`src/rtl/core/ssts_pkg.sv`:
```
// Package with shared types for the subset sum two-way split block.
package ssts_pkg;

    typedef struct packed {
        logic upd_start;
        logic fin_start;
    } ssts_cmd_t;

    typedef struct packed {
        logic clr_done;
        logic upd_done;
        logic fin_done;
    } ssts_status_t;

endpackage

```
`src/rtl/core/ssts_ctrl.sv`:
```
// Controller state machine that sequences clearing, update and finish phases.
module ssts_ctrl (
    input  logic                  clk,
    input  logic                  rst_n,
    input  logic                  start,
    input  logic                  last_item,
    input  logic                  room,
    output logic                  busy,
    output ssts_pkg::ssts_cmd_t   cmd,
    input  ssts_pkg::ssts_status_t sts
);
    import ssts_pkg::*;

    typedef enum logic [4:0] {
        S_CLR  = 5'b00001,
        S_IDLE = 5'b00010,
        S_UPD  = 5'b00100,
        S_FIN  = 5'b01000,
        S_WAIT = 5'b10000
    } state_t;

    state_t state_reg, state_next;
    logic   last_reg, last_next;

    always_ff @(posedge clk or negedge rst_n)
    begin
        if (!rst_n)
        begin
            state_reg <= S_CLR;
            last_reg  <= 1'b0;
        end
        else
        begin
            state_reg <= state_next;
            last_reg  <= last_next;
        end
    end

    always_comb
    begin
        state_next = state_reg;
        last_next  = last_reg;
        cmd        = '0;
        busy       = 1'b1;
        unique case (state_reg)
            S_CLR:
            begin
                if (sts.clr_done)
                begin
                    state_next = S_IDLE;
                end
            end
            S_IDLE:
            begin
                busy = 1'b0;
                if (start)
                begin
                    last_next = last_item;
                    if (room)
                    begin
                        cmd.upd_start = 1'b1;
                        state_next    = S_UPD;
                    end
                    else if (last_item)
                    begin
                        cmd.fin_start = 1'b1;
                        state_next    = S_FIN;
                    end
                end
            end
            S_UPD:
            begin
                if (sts.upd_done)
                begin
                    if (last_reg)
                    begin
                        state_next = S_WAIT;
                    end
                    else
                    begin
                        state_next = S_IDLE;
                    end
                end
            end
            S_FIN:
            begin
                if (sts.fin_done)
                begin
                    state_next = S_CLR;
                end
            end
            S_WAIT:
            begin
                cmd.fin_start = 1'b1;
                state_next    = S_FIN;
            end
            default:
            begin
                state_next = S_CLR;
            end
        endcase
    end
endmodule

```
`config.mk`:
```
export PLATFORM = sky130hd
export DESIGN_NAME = ssts_ctrl
export DESIGN_NICKNAME = d
export VERILOG_FILES = /design/src/rtl/core/ssts_pkg.sv /design/src/rtl/core/ssts_ctrl.sv
export SDC_FILE = /design/constraint.sdc
export NUM_CORES = 1
export LEC_CHECK = 0
export BUFFER_PORTS_ARGS = -buffer_cell sky130_fd_sc_hd__clkbuf_2
export CORE_AREA = 5 5 42 44
export CTS_CLUSTER_SIZE = 25
export DETAILED_ROUTE_END_ITERATION = 8
export DIE_AREA = 0 0 47 49
export PLACE_DENSITY = 0.53
export SLEW_MARGIN = 20
export SYNTH_ARGS = -nofsm -noshare
export SYNTH_HDL_FRONTEND = slang
export SYNTH_SLANG_ARGS = --single-unit
```
`constraint.sdc`:
```
create_clock -name clk -period 1.8 [get_ports clk]
set_input_delay 0.09 -clock clk [delete_from_list [all_inputs] [get_ports clk]]
set_output_delay 0.09 -clock clk [all_outputs]
set_load 0.005 [all_outputs]
```
Yosys cells after proc, flatten, opt, wreduce, memory -nomap -nowiden
Index checks and enable logic that the tools add are counted.
- register bits after elaboration: 6
- latch bits: 0
- RAM bits: 0
- memory bits (read-only): 0
- input port bits: 8
- output and inout port bits: 3
- memories kept: 0
- add/subtract/negate cells: 0
- multiply operators: 0
- divide/modulo/power cells: 0
- order comparisons: 0
- equal/unequal tests: 10
- shifts and indexed selects: 0
- muxes and demuxes: 15
- bitwise operators: 0
- reduce and logical (&&, ||, !) cells: 2
- operators by type and width (kind ; number):
    2-to-1 mux 5 bit ; 7
    one-hot mux 5 bit (5 select lines) ; 1
    inequality test 2 bit (second input constant) ; 4
    equality test 5 x 1 -> 1 bit (second input constant) ; 1
    equality test 5 x 2 -> 1 bit (second input constant) ; 1
    equality test 5 x 3 -> 1 bit (second input constant) ; 1
    equality test 5 x 4 -> 1 bit (second input constant) ; 1
    equality test 5 bit (second input constant) ; 1
    2-to-1 mux 1 bit ; 5
    AND reduction 5 bit ; 1
    inequality test 3 bit (second input constant) ; 1
    2-to-1 mux 2 bit ; 1
    one-hot mux 1 bit (2 select lines) ; 1
    AND reduction 2 bit ; 1

Longest topological paths before layout
Gate-level depths: netlist of the first run.
- depth in word-level cells: 4
- gate-level depth with buffers: 4

Least setup slack after synthesis of the first run
No wires, ideal clock.
- path kind: register to register
- from: reg state_reg[0]
- to: reg state_reg[2]
- setup time: 0.124 ns
- arrival time: 1.198 ns
- data required time: 1.676 ns
- setup slack: 0.478 ns
- cell stages (with the launch flop): 5
- cell sequence: dfstp_2 nor2b_1 and2_2 and3_1 or2_1
- word-level cells in the longest chain between the ends: 3
- RTL lines (element ; RTL line ; source):
    start: declaration ; ssts_ctrl.sv:22 ; state_t state_reg, state_next;
    start signal: assignment ; ssts_ctrl.sv:34 ; state_reg <= state_next;
    equality test 5 x 2 -> 1 bit (tied with other cells) ; ssts_ctrl.sv:45 ; unique case (state_reg)
    inequality test 3 bit (no line) / inequality test 2 bit (equally long branches) ; n/a ;
    AND reduction 5 bit (no line) ; n/a ;
Several ways; a longest one is shown, not always the timed one.
A chain may end at the register's enable or synchronous reset.

==> flow_summary.yaml, run 1 <==
power_and_ir_drop:
  design_power_total_mw: 0.547
  p_leak_nw: 0.220
  pwr-share-comb_pct: 34.1
  p_switching_mw: 0.184
  swShare_pct: 33.6
  irDropWorstVdd_v: 0.000873
  p_int_mw: 0.363
  p_per_area_nw_per_um2: 1160
  pwr-share-seq_pct: 41.5
  p_clk_share_pct: 24.4
clock_network:
  numCtsBuffers: 3
  clk_pin_slew_worst_paths_ns: 0.04
  clock_latency_ns: 0.24
  numClockSinks: 6
  ctsHtreeMaxLevel: 1
  post-cts-setup-buffer-count: 0
  cts_tree: "done"
  cts.path.max_buffers: 2
  clock-root-buffer: "clkbuf_4"
layout:
  antennaDiodeCount: 0
  seq_area_um2: 151
  fill_cells: 150
  nets: 66
  drive_gt1_share_pct: 31.6
  largest_reg_flops: 5
  fin_area_um2: 473
  multi_input_area_um2: 208
  area_growth_pct: 29.0
  final_util_pct: 33.8
  stdcell_count: 73
global_routing:
  grt_pass1_wl_um: 1320
  grt_remaining_overflow: 0
  antenna_found_initial: 0
  grt_max_degree: 8
  grt_pass1_vias: 331
  grt.total_usage_pct: 8.42
floorplan:
  die-area_um2: 2300
  core_area_um2: 1400
  rows: 14
  io_pins: 11
  fp.dieH_um: 49
  die_width_um: 47
  start_util_pct: 26.2
worst_setup_path:
  required_ns: 1.71
  end_kind: "primary output"
  critPathArrivalTime_ns: 1.58
  critPathLaunchType: "flop"
  worst-path-max-fanout: 6
  worstSetupPathType: "reg -> out"
outcome:
  outcome: "completed"
route:
  avgViaCountPerCell: 4.77
  drt_iter0_markers: 5
  drt-pass1-iter-count: 4
  wl_um: 794
  drtAntennaViolNets: 0
  vias: 348
  detail_route.wl_per_cell_um: 10.9
  drc_errors: 0
place:
  portBuffers: 10
  place.gp.congestion: 0.743
  dp.cells: 68
  pre_cts_ws_ns: 0.393
  postPlaceCellArea_um2: 437
sta:
  holdWs_ns: 0.0621
  worst_slack_ns: 0.132
  rsz0062_at_grt: "no"
  drv_slew: 0
  fin_crit_ns: 1.67
  setup_viol: 0
  min_period_over_period_pct: 92.7
  hold_viol_final: 0
  fmax_mhz: 599
  worst-slew-pin-transition_ns: 0.282
  clock_skew_ns: 0.00393
  maxSlewHeadroom_pct: 81.2
  finalSetupTns_ns: 0
synth:
  avgSynthCellArea_um2: 8.73
  yosys_warnings: 0
  syn_area_um2: 367
  ys_seq_area_share_pct: 41.3
  ys_ff_latch: 6
  ys_types: 25
  synthesis.nets: 50
  synthesis.instances: 42
hold_path:
  hold_path.class: "in -> reg"
job:
  cap_violations: 0
## cells in the final DEF (no fill, tap or decap), types with 2 or more instances in the layout
| cell type | n |
|---|---|
| nand2_1 | 2 |
| dfrtp_1 | 5 |
| and3_1 | 2 |
| nor2_1 | 6 |
| nand3_1 | 2 |
| clkbuf_4 | 3 |
| clkbuf_2 | 10 |
| nand2b_1 | 2 |
| inv_1 | 2 |
| o21ai_0 | 3 |
| nor2b_1 | 2 |
## kinds of logic (layout without fill, tap and decap cells)
| group | Yosys count | count (layout) | synth area share (%) |
|---|---|---|---|
| AND/OR/NAND/NOR | 24 | 24 | 37.9 |
| buffers and inverters | 2 | 17 | 2.05 |
| flip-flops | 6 | 6 | 41.3 |
| multiplexers | 1 | 1 | 3.07 |
| XOR/XNOR | 1 | 1 | 2.39 |
| AO/OA/AOI/OAI | 8 | 8 | 13.3 |
## cell usage after synthesis (all sizes together)
cell | instances | share of area (%)
nor2 | 6 | 6.1
dfrtp | 5 | 34
nand2 | 3 | 3.8
o21ai | 3 | 4.1
and3 | 2 | 3.4
inv | 2 | 2.0
nand2b | 2 | 3.4
nand3 | 2 | 2.7
nor2b | 2 | 3.4
a21oi | 1 | 1.4
a31oi | 1 | 1.7
and2 | 1 | 2.0
dfstp | 1 | 7.2
mux2 | 1 | 3.1
nand3b | 1 | 2.0
nand4b | 1 | 2.4
nor3 | 1 | 1.4
nor3b | 1 | 3.4
o211ai | 1 | 2.0
o21bai | 1 | 2.0
o31ai | 1 | 2.0
or2 | 1 | 1.7
or4 | 1 | 2.0
xor2 | 1 | 2.4
## final cells by class
class / instances / area share, %
Multi-Input combinational cell: 34 / 43.9
Timing Repair Buffer: 11 / 12.7
Clock buffer: 4 / 5.56
Tap cell: 16 / 4.23
Sequential cell: 6 / 32.0
Inverter: 2 / 1.59
## critical path, stage by stage (launching register included)
cell      delay (ns)
dfrtp_1         0.44
nor3_1          0.29
and2_2          0.23
nand2_2         0.07
o21ai_0         0.17
clkbuf_2        0.14
## what timing repair did
item | 4_1_cts | 5_1_grt
endpoints found under the hold margin | 6 | 0
hold buffers | 1 | 0
gates resized for setup | 0 | 0
## routing by layer
metal / vias up / global-route usage (%) / share of wire [%]
met5: - / 0 / 0
met4: 0 / 5.53 / 1.5
met3: 2 / 5.90 / 6.5
met2: 11 / 10.9 / 44
met1: 154 / 9.58 / 47
li1: 181 / - / -
## path summary, 6_finish.rpt
check / start / endpoint / slack [ns] / cells past startpoint
worst max-delay path: state_reg[4] / cmd[0] / 0.13 / 5
worst min-delay path: sts[1] / state_reg[4] / 0.06 / 3
worst max register to register: state_reg[4] / last_reg / 0.40 / 4
worst min register to register: last_reg / state_reg[4] / 0.54 / 2
max in group asynchronous: rst_n / state_reg[0] / 1.37 / 2
min in group asynchronous: rst_n / state_reg[3] / 0.20 / 2
## power groups by stage
stage / sequential (mW) / clock (mW) / combinational [mW]
4_1_cts: 0.227 / 0.142 / 0.189
2_1_floorplan: 0.217 / 0 / 0.141
5_1_grt: 0.236 / 0.153 / 0.211
3_3_place_gp: 0.228 / 0 / 0.189
6_report: 0.227 / 0.133 / 0.187
3_5_place_dp: 0.229 / 0 / 0.185
Note: power is estimated with default switching activity, not from simulation.
==> inputs of run 2 (changes only) <==
Settings changed: SETUP_SLACK_MARGIN set to 0.2.
==> run 2 against run 1 <==
Net effect:
- flip-flop and latch count unchanged
- highest routed layer unchanged
- clock power hardly changed
- largest cell class unchanged
- utilization up 2.1 points
- clock-buffer cell count unchanged
- via count grew 0.57%
- critical endpoint unchanged
- critical path depth is the same
==> flow_summary.yaml, run 2 (synthesis results as in run 1) <==
outcome:
  outcome: "completed"
global_routing:
  antenna_found_initial: 0
  grt.total_usage_pct: 8.77
  grt_remaining_overflow: 0
  grt_pass1_wl_um: 1360
  grt_max_degree: 8
  grt_pass1_vias: 337
layout:
  nets: 68
  layout_commonest_cell: "clkbuf_2"
  antennaDiodeCount: 0
  fin_area_um2: 503
  final_cell_mix: "10 x clkbuf_2, 6 x nor2_1, 3 x clkbuf_4, 3 x dfrtp_1"
  stdcell_count: 75
  largest_reg_flops: 5
  area_growth_pct: 37.2
  drive_gt1_share_pct: 39.0
  final_util_pct: 35.9
worst_setup_path:
  critPathLaunchType: "flop"
  critPathArrivalTime_ns: 1.42
  crit_family: "simple AND/OR/NAND/NOR gates"
  required_ns: 1.71
  path_buf_inv: 1
  worst-path-max-fanout: 4
  slowest_delay_ns: 0.44
  crit_chain: "nor3_4 > and2_4 > nand2_2 > o21ai_1 > clkbuf_2"
  end_kind: "primary output"
  critPathSlowestCell: "dfrtp_2"
  worstSetupPathType: "reg -> out"
sta:
  fin_crit_ns: 1.51
  fmax_mhz: 662
  worst-slew-pin-transition_ns: 0.287
  clock_skew_ns: 0.00370
  hold_viol_final: 0
  rsz0062_at_grt: "no"
  drv_slew: 0
  maxSlewHeadroom_pct: 80.8
  finalSetupTns_ns: 0
  setup_viol: 0
  min_period_over_period_pct: 83.9
floorplan:
  core_area_um2: 1400
  die_width_um: 47
  rows: 14
  io_pins: 11
  die-area_um2: 2300
  fp.dieH_um: 49
  start_util_pct: 26.2
clock_network:
  numCtsBuffers: 3
  ctsHtreeMaxLevel: 1
  clock_latency_ns: 0.24
  clk_pin_slew_worst_paths_ns: 0.05
  clock-root-buffer: "clkbuf_4"
  numClockSinks: 6
  cts_tree: "done"
  cts.path.max_buffers: 2
route:
  avgViaCountPerCell: 4.67
  detail_route.wl_per_cell_um: 11.3
  drc_errors: 0
  drt_iter0_markers: 4
  vias: 350
  drt-pass1-iter-count: 4
  drtAntennaViolNets: 0
  wl_um: 848
place:
  place.gp.congestion: 0.743
  portBuffers: 10
  postPlaceCellArea_um2: 437
  dp.cells: 68
hold_path:
  hold_path.class: "in -> reg"
power_and_ir_drop:
  p_per_area_nw_per_um2: 1130
  irDropWorstVdd_v: 0.000884
  p_leak_nw: 0.233
job:
  cap_violations: 0
==> run 2: cell count changes in the layout (fill, tap and decap cells not counted) <==
cell / delta
and2_2: -1
and2_4: +1
buf_4: +2
dfrtp_1: -2
dfrtp_2: +2
nor3_1: -1
nor3_4: +1
o21ai_0: -1
o21ai_1: +1
==> run 2: layer usage <==
| metal | wire length, µm | GRT usage (%) | vias to the layer above |
|---|---|---|---|
| met5 | 0 | 0 | - |
| met4 | 12 | 5.53 | 0 |
| met3 | 54 | 5.90 | 2 |
| met2 | 395 | 12.0 | 13 |
| met1 | 385 | 9.58 | 150 |
| li1 | - | - | 185 |
==> run 2: through the flow <==
stage / hold slack, ns / worst slack (ns) / power (mW)
6_report: 0.0606 / 0.290 / 0.567
5_1_grt: 0.0629 / 0.185 / 0.620
4_1_cts: 0.0527 / 0.207 / 0.564
3_5_place_dp: -0.0764 / 0.393 / 0.413
3_3_place_gp: -0.0767 / 0.370 / 0.418
2_1_floorplan: -0.206 / 0.478 / 0.358
==> run 2: where the power goes <==
group	switching (mW)	internal [mW]
registers	0.0439	0.184
clock network	0.0497	0.0840
logic	0.0966	0.108
total	0.190	0.376
==> run 2: final timing paths <==
path | from | to | slack [ns] | depth (start not counted)
max in group asynchronous | rst_n | state_reg[0] | 1.37 | 2
worst min register to register | last_reg | state_reg[4] | 0.54 | 2
min in group asynchronous | rst_n | last_reg | 0.20 | 2
worst min-delay path | sts[1] | state_reg[4] | 0.06 | 3
worst max-delay path | state_reg[3] | cmd[0] | 0.29 | 5
worst max register to register | state_reg[0] | last_reg | 0.48 | 4
==> run 2: worst register-to-register path, delay by kind of cell, from the launching register on <==
family,cells,cell delay [ns]
DFF,1,0.56
muxes,1,0.33
and+or+nand+nor,3,0.32
==> run 2: final cells by class <==
class | count | area, µm²
Fill cell | 148 | 898
Inverter | 2 | 7.51
Multi-Input combinational cell | 34 | 220
Timing Repair Buffer | 13 | 75.1
Clock buffer | 4 | 26.3
Tap cell | 16 | 20.0
Sequential cell | 6 | 154
==> run 2: timing repair <==
item / 4_1_cts / 5_1_grt
gates resized for setup: 3 / 3
hold endpoints to repair: 6 / 0
pin swaps: 1 / 1
endpoints found under the setup margin: 1 / 1
hold buffers: 1 / 0
buffers inserted: 0 / 2
